[src/rtl/vfcm_pkg.sv]
// ---------------------------------------------------------------------------
// vfcm_pkg
// Types, constants and control structs shared by the voxel mesher modules.
// ---------------------------------------------------------------------------
package vfcm_pkg;

    // cube geometry
    localparam int SIDE      = 16;
    localparam int DEPTH     = SIDE * SIDE * SIDE;
    localparam int ADDR_W    = $clog2(DEPTH);
    localparam int COORD_W   = 4;
    localparam int CODE_W    = 8;
    localparam int KIND_W    = 2;
    localparam int FACE_W    = 3;
    localparam int COUNT_W   = 15;
    localparam int BASE_W    = COUNT_W + 2;
    localparam int NUM_FACES = 6;
    localparam int SCAN_W    = 3;

    // configuration registers
    localparam int CFG_IDX_W = 1;
    localparam logic [CFG_IDX_W-1:0] REG_SOLID = 1'd0;
    localparam logic [CFG_IDX_W-1:0] REG_AIR   = 1'd1;
    localparam logic [CODE_W-1:0] SOLID_RESET = 8'd1;
    localparam logic [CODE_W-1:0] AIR_RESET   = 8'd0;

    // item kinds
    localparam logic [KIND_W-1:0] KIND_WRITE = 2'd0;
    localparam logic [KIND_W-1:0] KIND_MESH  = 2'd1;
    localparam logic [KIND_W-1:0] KIND_START = 2'd2;

    // face numbers
    localparam logic [FACE_W-1:0] FACE_LEFT   = 3'd0;
    localparam logic [FACE_W-1:0] FACE_RIGHT  = 3'd1;
    localparam logic [FACE_W-1:0] FACE_BOTTOM = 3'd2;
    localparam logic [FACE_W-1:0] FACE_TOP    = 3'd3;
    localparam logic [FACE_W-1:0] FACE_BACK   = 3'd4;
    localparam logic [FACE_W-1:0] FACE_FRONT  = 3'd5;

    typedef struct packed {
        logic [KIND_W-1:0]  kind;
        logic [COORD_W-1:0] pos_x;
        logic [COORD_W-1:0] pos_y;
        logic [COORD_W-1:0] pos_z;
        logic [CODE_W-1:0]  block_value;
    } in_item_t;

    typedef struct packed {
        logic [COORD_W-1:0] quad_x;
        logic [COORD_W-1:0] quad_y;
        logic [COORD_W-1:0] quad_z;
        logic [FACE_W-1:0]  face;
        logic [BASE_W-1:0]  vertex_base;
        logic               last;
    } out_item_t;

    typedef enum logic [1:0] {
        ST_IDLE,
        ST_LOOK,
        ST_SCAN,
        ST_EMIT
    } state_t;

    // controller to datapath
    typedef struct packed {
        logic              load_item;
        logic              wr_voxel;
        logic              clr_count;
        logic              clr_mask;
        logic              rd_en;
        logic              rd_nb;
        logic [FACE_W-1:0] rd_face;
        logic              eval_en;
        logic [FACE_W-1:0] eval_face;
        logic              emit;
    } cmd_t;

    // datapath to controller
    typedef struct packed {
        logic [KIND_W-1:0] in_kind;
        logic              in_inside;
        logic              centre_solid;
        logic              mask_any;
        logic              out_free;
    } status_t;

    // true when all three coordinates lie inside the cube
    function automatic logic coord_inside(logic [COORD_W-1:0] x,
                                          logic [COORD_W-1:0] y,
                                          logic [COORD_W-1:0] z);
        localparam logic [COORD_W:0] SideC = (COORD_W + 1)'(SIDE);
        return ({1'b0, x} < SideC) && ({1'b0, y} < SideC) && ({1'b0, z} < SideC);
    endfunction

endpackage

[src/rtl/vfcm_ctrl.sv]
// ---------------------------------------------------------------------------
// vfcm_ctrl
// Sequencer: accepts items, steps the centre and neighbour reads, then
// drains the exposed-face mask into the output register.
// ---------------------------------------------------------------------------
module vfcm_ctrl
    import vfcm_pkg::*;
(
    input  logic    clk,
    input  logic    rst_n,
    input  logic    in_valid,
    output logic    in_ready,
    input  status_t status,
    output cmd_t    cmd
);

    state_t            state_reg, state_next;
    logic [SCAN_W-1:0] scan_reg, scan_next;
    logic              take;
    logic              mesh_go;

    localparam logic [SCAN_W-1:0] ScanLast = SCAN_W'(NUM_FACES);

    // accepted item decode
    assign take    = in_valid && (state_reg == ST_IDLE);
    assign mesh_go = take && (status.in_kind == KIND_MESH) && status.in_inside;

    // state and scan index registers
    always_ff @(posedge clk or negedge rst_n)
    begin
        if (!rst_n)
        begin
            state_reg <= ST_IDLE;
            scan_reg  <= '0;
        end
        else
        begin
            state_reg <= state_next;
            scan_reg  <= scan_next;
        end
    end

    // next state
    always_comb
    begin
        state_next = state_reg;
        scan_next  = scan_reg;
        case (state_reg)
            ST_IDLE:
            begin
                if (mesh_go)
                begin
                    state_next = ST_LOOK;
                end
            end
            ST_LOOK:
            begin
                state_next = ST_SCAN;
                scan_next  = '0;
            end
            ST_SCAN:
            begin
                if (scan_reg == '0 && !status.centre_solid)
                begin
                    state_next = ST_IDLE;
                end
                else if (scan_reg == ScanLast)
                begin
                    state_next = ST_EMIT;
                end
                else
                begin
                    scan_next = scan_reg + 1'b1;
                end
            end
            ST_EMIT:
            begin
                if (!status.mask_any)
                begin
                    state_next = ST_IDLE;
                end
            end
            default:
            begin
                state_next = ST_IDLE;
            end
        endcase
    end

    // outputs
    always_comb
    begin
        in_ready      = 1'b0;
        cmd           = '0;
        cmd.rd_face   = scan_reg;
        cmd.eval_face = scan_reg - 1'b1;
        case (state_reg)
            ST_IDLE:
            begin
                in_ready      = 1'b1;
                cmd.load_item = take;
                cmd.wr_voxel  = take && (status.in_kind == KIND_WRITE) && status.in_inside;
                cmd.clr_count = take && (status.in_kind == KIND_START);
            end
            ST_LOOK:
            begin
                cmd.rd_en    = 1'b1;
                cmd.clr_mask = 1'b1;
            end
            ST_SCAN:
            begin
                cmd.rd_en   = (scan_reg != ScanLast);
                cmd.rd_nb   = 1'b1;
                cmd.eval_en = (scan_reg != '0);
            end
            ST_EMIT:
            begin
                cmd.emit = status.mask_any && status.out_free;
            end
            default:
            begin
                in_ready = 1'b0;
            end
        endcase
    end

endmodule

[config.mk]
export PLATFORM = sky130hd
export DESIGN_NAME = vfcm_ctrl
export DESIGN_NICKNAME = d
export VERILOG_FILES = /design/src/rtl/vfcm_pkg.sv /design/src/rtl/vfcm_ctrl.sv
export SDC_FILE = /design/constraint.sdc
export NUM_CORES = 1
export LEC_CHECK = 0
export BUFFER_PORTS_ARGS = -buffer_cell sky130_fd_sc_hd__buf_4
export CORE_AREA = 5 5 42 44
export DETAILED_ROUTE_END_ITERATION = 7
export DIE_AREA = 0 0 47 49
export GPL_TIMING_DRIVEN = 0
export MAX_ROUTING_LAYER = met4
export PLACE_DENSITY = 0.74
export SLEW_MARGIN = 15
export SYNTH_ARGS = -nofsm -noshare
export SYNTH_HDL_FRONTEND = slang
export SYNTH_SLANG_ARGS = --single-unit
[constraint.sdc]
create_clock -name clk -period 4 [get_ports clk]
set_input_delay 0.8 -clock clk [delete_from_list [all_inputs] [get_ports clk]]
set_output_delay 0.8 -clock clk [all_outputs]
set_load 0.02 [all_outputs]
# After elaboration in Yosys (flattened, before gate mapping)

Index checks and enable logic that the tools add are counted.

$add $sub $neg: 2
Equality and inequality tests: 12
Muxes and demuxes: 15
Reduce and logical (&&, ||, !) cells: 16

Operator list:

| kind                                                                | number |
|---|---|
| 3-bit 2-to-1 mux                                                    | 3 |
| 1-bit logical AND                                                   | 8 |
| 2-bit 2-to-1 mux                                                    | 4 |
| 2-bit != test (second input constant)                               | 4 |
| 2-bit case mux with 4 select lines                                  | 1 |
| 2-bit == test (second input constant)                               | 3 |
| 3-bit != test (second input constant)                               | 2 |
| 3-bit case mux with 2 select lines                                  | 1 |
| 3-bit AND reduction                                                 | 2 |
| 1-bit 2-to-1 mux                                                    | 5 |
| 2-bit by 1-bit == test with 1-bit output (second input constant)    | 2 |
| 2-bit logical NOT                                                   | 2 |
| 3-bit by 1-bit adder with 3-bit output (second input constant)      | 1 |
| 3-bit == test (second input constant)                               | 1 |
| 3-bit logical NOT                                                   | 1 |
| 3-bit nonzero test                                                  | 1 |
| 3-bit by 1-bit subtractor with 3-bit output (second input constant) | 1 |
| 1-bit case mux with 2 select lines                                  | 1 |
| 2-bit nonzero test                                                  | 1 |
| 1-bit logical NOT                                                   | 1 |

Register bits: 5
Input port bits: 9
Logic and storage cells: 47

# Logic depth before layout (Yosys ltp)

Depth after elaboration: 6
Gate-level depth with buffers: 6
Mapped depth without buffers: 5

# Worst setup path before layout

No wires, ideal clock.

Path kind: reg2out
From: reg state_reg[0]
To: out cmd[12] (netlist name)
Arrival time: 1.745 ns
Slack: 1.455 ns
Stages on the path, launching flop included: 5
Path through: dfrtp_1 inv_1 ha_1 nand2_1 nor4b_1

RTL lines:

| what                   | line            | source |
|---|---|---|
| from (decl)            | vfcm_ctrl.sv:17 | `state_t state_reg, state_next;` |
| from (signal assigned) | vfcm_ctrl.sv:38 | `state_reg <= state_next;` |
| to (decl)              | vfcm_ctrl.sv:14 | `output cmd_t cmd` |

==> impl_summary.txt <==
----------------------------------------------------
[Run status]
  Run status ... complete, no violations

[Critical path]
  Register-to-register setup slack ... roughly 2.1 ns
  Critical Path Slowest Stage Cell ... dfrtp_1
  Critical path endpoint category ... output pin
  Data arrival time at the worst-slack endpoint ... between 1.5 and 2 ns
  Largest fanout on the critical path ... 10
  Req. time, crit path ... about 3.2 ns
  Start-to-end type of the worst setup path ... flip-flop to output pin
  Startpoint type of the worst setup path ... flip-flop
  Critical path's top delay family ... buffers and inverters
  Number of buffer and inverter instances along the worst setup path ... 3
  Max stage delay on crit path ... approximately 0.4 ns
  CP cell instances ... inv_1, ha_1, clkbuf_1, a21oi_1, nor2b_1, buf_4

[Power and ir drop]
  Cell Pwr Density ... around 640 nW/µm²
  Leakage ... 0.364 nW
  Overall power consumption ... 0.461 mW
  VDD IR-drop max ... 0.358 mV

[Routing]
  Vias after detailed routing ... just over 500
  Routed via count divided by cell count ... between 5 and 6
  Drc violations ... 0
  Starting DRC count in detailed routing ... 11
  Number of search-and-repair iterations in the first detailed-routing pass ... 2
  Detailed-route wire length per cell ... between 10 and 15 µm
  Number of antenna-violating nets in the routed design ... 0
  Total wire length after detailed routing ... 1240 µm

[Hold path]
  HP Class ... input port to asynchronous set/reset pin

[Layout]
  Layout cell share with drive strength beyond 1 ... roughly 37%
  Flip-flop count of the largest register after layout ... 3
  NumNets Final ... 100
  Number of filler cells placed in the layout ... about 150
  Final cell utilization of the core ... 51.4%
  Number of diodes added for antenna fixing ... 0
  Layout-stage area growth over the synthesis result ... 43.6%

[Logic synthesis]
  Number of synthesized register bits ... 5
  Ranking of synthesized cells by instance count ... ha_1, inv_1, dfrtp_1
  Area contributors post-synth ... dfrtp_1, ha_1, inv_1, a311o_1, a211oi_1
  Async S/R FF share, synth ... 100%
  Count leader, synth ... ha_1
  Synthesized Nets ... 72
  Cell taking the most area after synthesis ... dfrtp_1
  Mean post-synth cell area ... between 9 and 10 µm²
  Number of flops mapped to enable cells by yosys ... 0
  Warnings from Yosys ... 0
  Synth Instances ... 55
  Synth cell types ... 29
  Synth Flop Type ... dfrtp_1
  Area share of the leading cell type in the synthesized netlist ... roughly a quarter
  Area of the mapped netlist ... 502 µm²
  Share of synthesized area occupied by flip-flops and latches ... about a quarter

[Global routing]
  Antenna violations before repair ... 0
  Via count of the first global-routing pass ... 510
  Global route overflow ... 0
  Wire length of the first global-routing pass ... slightly above 2000 µm
  Maximum number of pins on one net before global-route repair ... 11
  Global Route Usage Sum ... 12.0%

[Timing]
  Highest achievable clock rate ... slightly below 400 MHz
  Transition time at the pin with the least slew margin ... 0.388 ns
  Setup violators final ... 0
  Sum of negative setup slack ... 0 ns
  Worst max-slew margin expressed relative to the limit ... 74.1%
  Final Hold Viols ... 0
  Shortest clock period the worst path allows after layout ... about 2.6 ns
  Fin Hold WS ... ~0.33 ns
  Number of max-slew violations in the final report ... 0
  Setup repair after global routing missed its margin ... no
  Period utilisation layout ... a little under two thirds
  Fin Clk Skew ... approximately 0.0081 ns
  Final WS setup ... between 1 and 1.5 ns

[Placement]
  Number of buffer cells added on primary ports ... 23
  Gp weighted congestion ... about 0.86
  Worst slack, placed ... approximately 1.7 ns
  Post-DP HPWL ... around 960 µm

[CTS]
  Max H-tree Level ... 1
  Hold buffer count at CTS ... 0
  Clock latency at the later pin of the worst-skew pair ... approximately 0.26 ns
  Number of buffers inserted to repair setup after CTS ... 0
  Resized cells post-CTS ... 0
  CTS Root Cell ... clkbuf_4
  Number of buffers added by the clock tree synthesis step ... 3
  Clock tree from TritonCTS ... done
  Clk pin slew, worst setup/hold paths ... around 0.05 ns
  Number of sinks handled by clock tree synthesis ... 5
  Maximum number of buffers from clock root to sink ... 2

[Floorplan]
  Die outline area ... ~2300 µm²
  Die Width ... around 47 µm
  I/O Pins ... 24
  Height of the die ... roughly 49 µm
  Initial standard-cell utilization of the core ... a little over a third
  Placeable Area ... 1400 µm²
  Number of placement rows ... 14

[Run]
  Max cap viols ... 0

----------------------------------------------------
==> power breakdown <==
part	total, mW	internal, mW	switching, mW
clock	0.0637	0.0380	0.0256
combinational	0.318	0.141	0.177
sequential	0.0800	0.0648	0.0152
==> stage by stage <==
stage	std cells	area (µm²)
after floorplan	55	502
after global placement	94	694
after detailed placement	94	694
after CTS	98	721
after global routing	98	721
final	98	721
==> per-layer routing <==
| metal | global-route usage (%) | vias to the layer above | wire [µm] |
|---|---|---|---|
| met2 | 17.4 | 23 | 549 |
| met3 | 3.32 | 2 | 104 |
| met4 | 5.53 | 0 | 19 |
| met5 | - | - | 0 |
| met1 | 15.1 | 230 | 562 |
| li1 | - | 251 | - |
==> layout make-up <==
class                           count  area, µm²  area share, %
Tap cell                           16       20.0           2.78
Clock buffer                        4       26.3           3.65
Multi-Input combinational cell     41        335           46.5
Timing Repair Buffer               23        173           24.0
Buffer                              2       15.0           2.08
Sequential cell                     5        125           17.4
Inverter                            7       26.3           3.65
==> kinds of logic (layout without fill, tap and decap cells) <==
group	after synthesis	count (layout)	synth area share, %
xor gates and xnor gates	1	1	1.75
and+or+nand+nor	18	18	23.4
adders and majority gates	8	8	20.0
buffers and inverters	9	36	8.23
AOI/OAI and AO/OA	13	13	19.7
muxes	1	1	2.00
DFF	5	5	24.9
==> path summary, 6_finish.rpt <==
path | from | end | cells past startpoint
max in group asynchronous | rst_n | scan_reg[1] | 1
max reg2reg | scan_reg[0] | scan_reg[1] | 6
min reg2reg | scan_reg[2] | scan_reg[2] | 2
max | state_reg[0] | cmd[9] | 6
min | rst_n | state_reg[1] | 1
min in group clk | scan_reg[2] | scan_reg[2] | 2
==> layout by cell type, fill, tap and decap left out, types with 2 or more instances in the layout <==
cell type  instances
buf_4             23
ha_1               8
inv_1              7
dfrtp_1            5
nand2_1            4
clkbuf_4           3
clkbuf_1           2
a21oi_1            2
nor2b_1            2
a21boi_0           2
nand4_1            2
a311o_1            2
a211oi_1           2
Note: power is estimated with default switching activity, not from simulation.
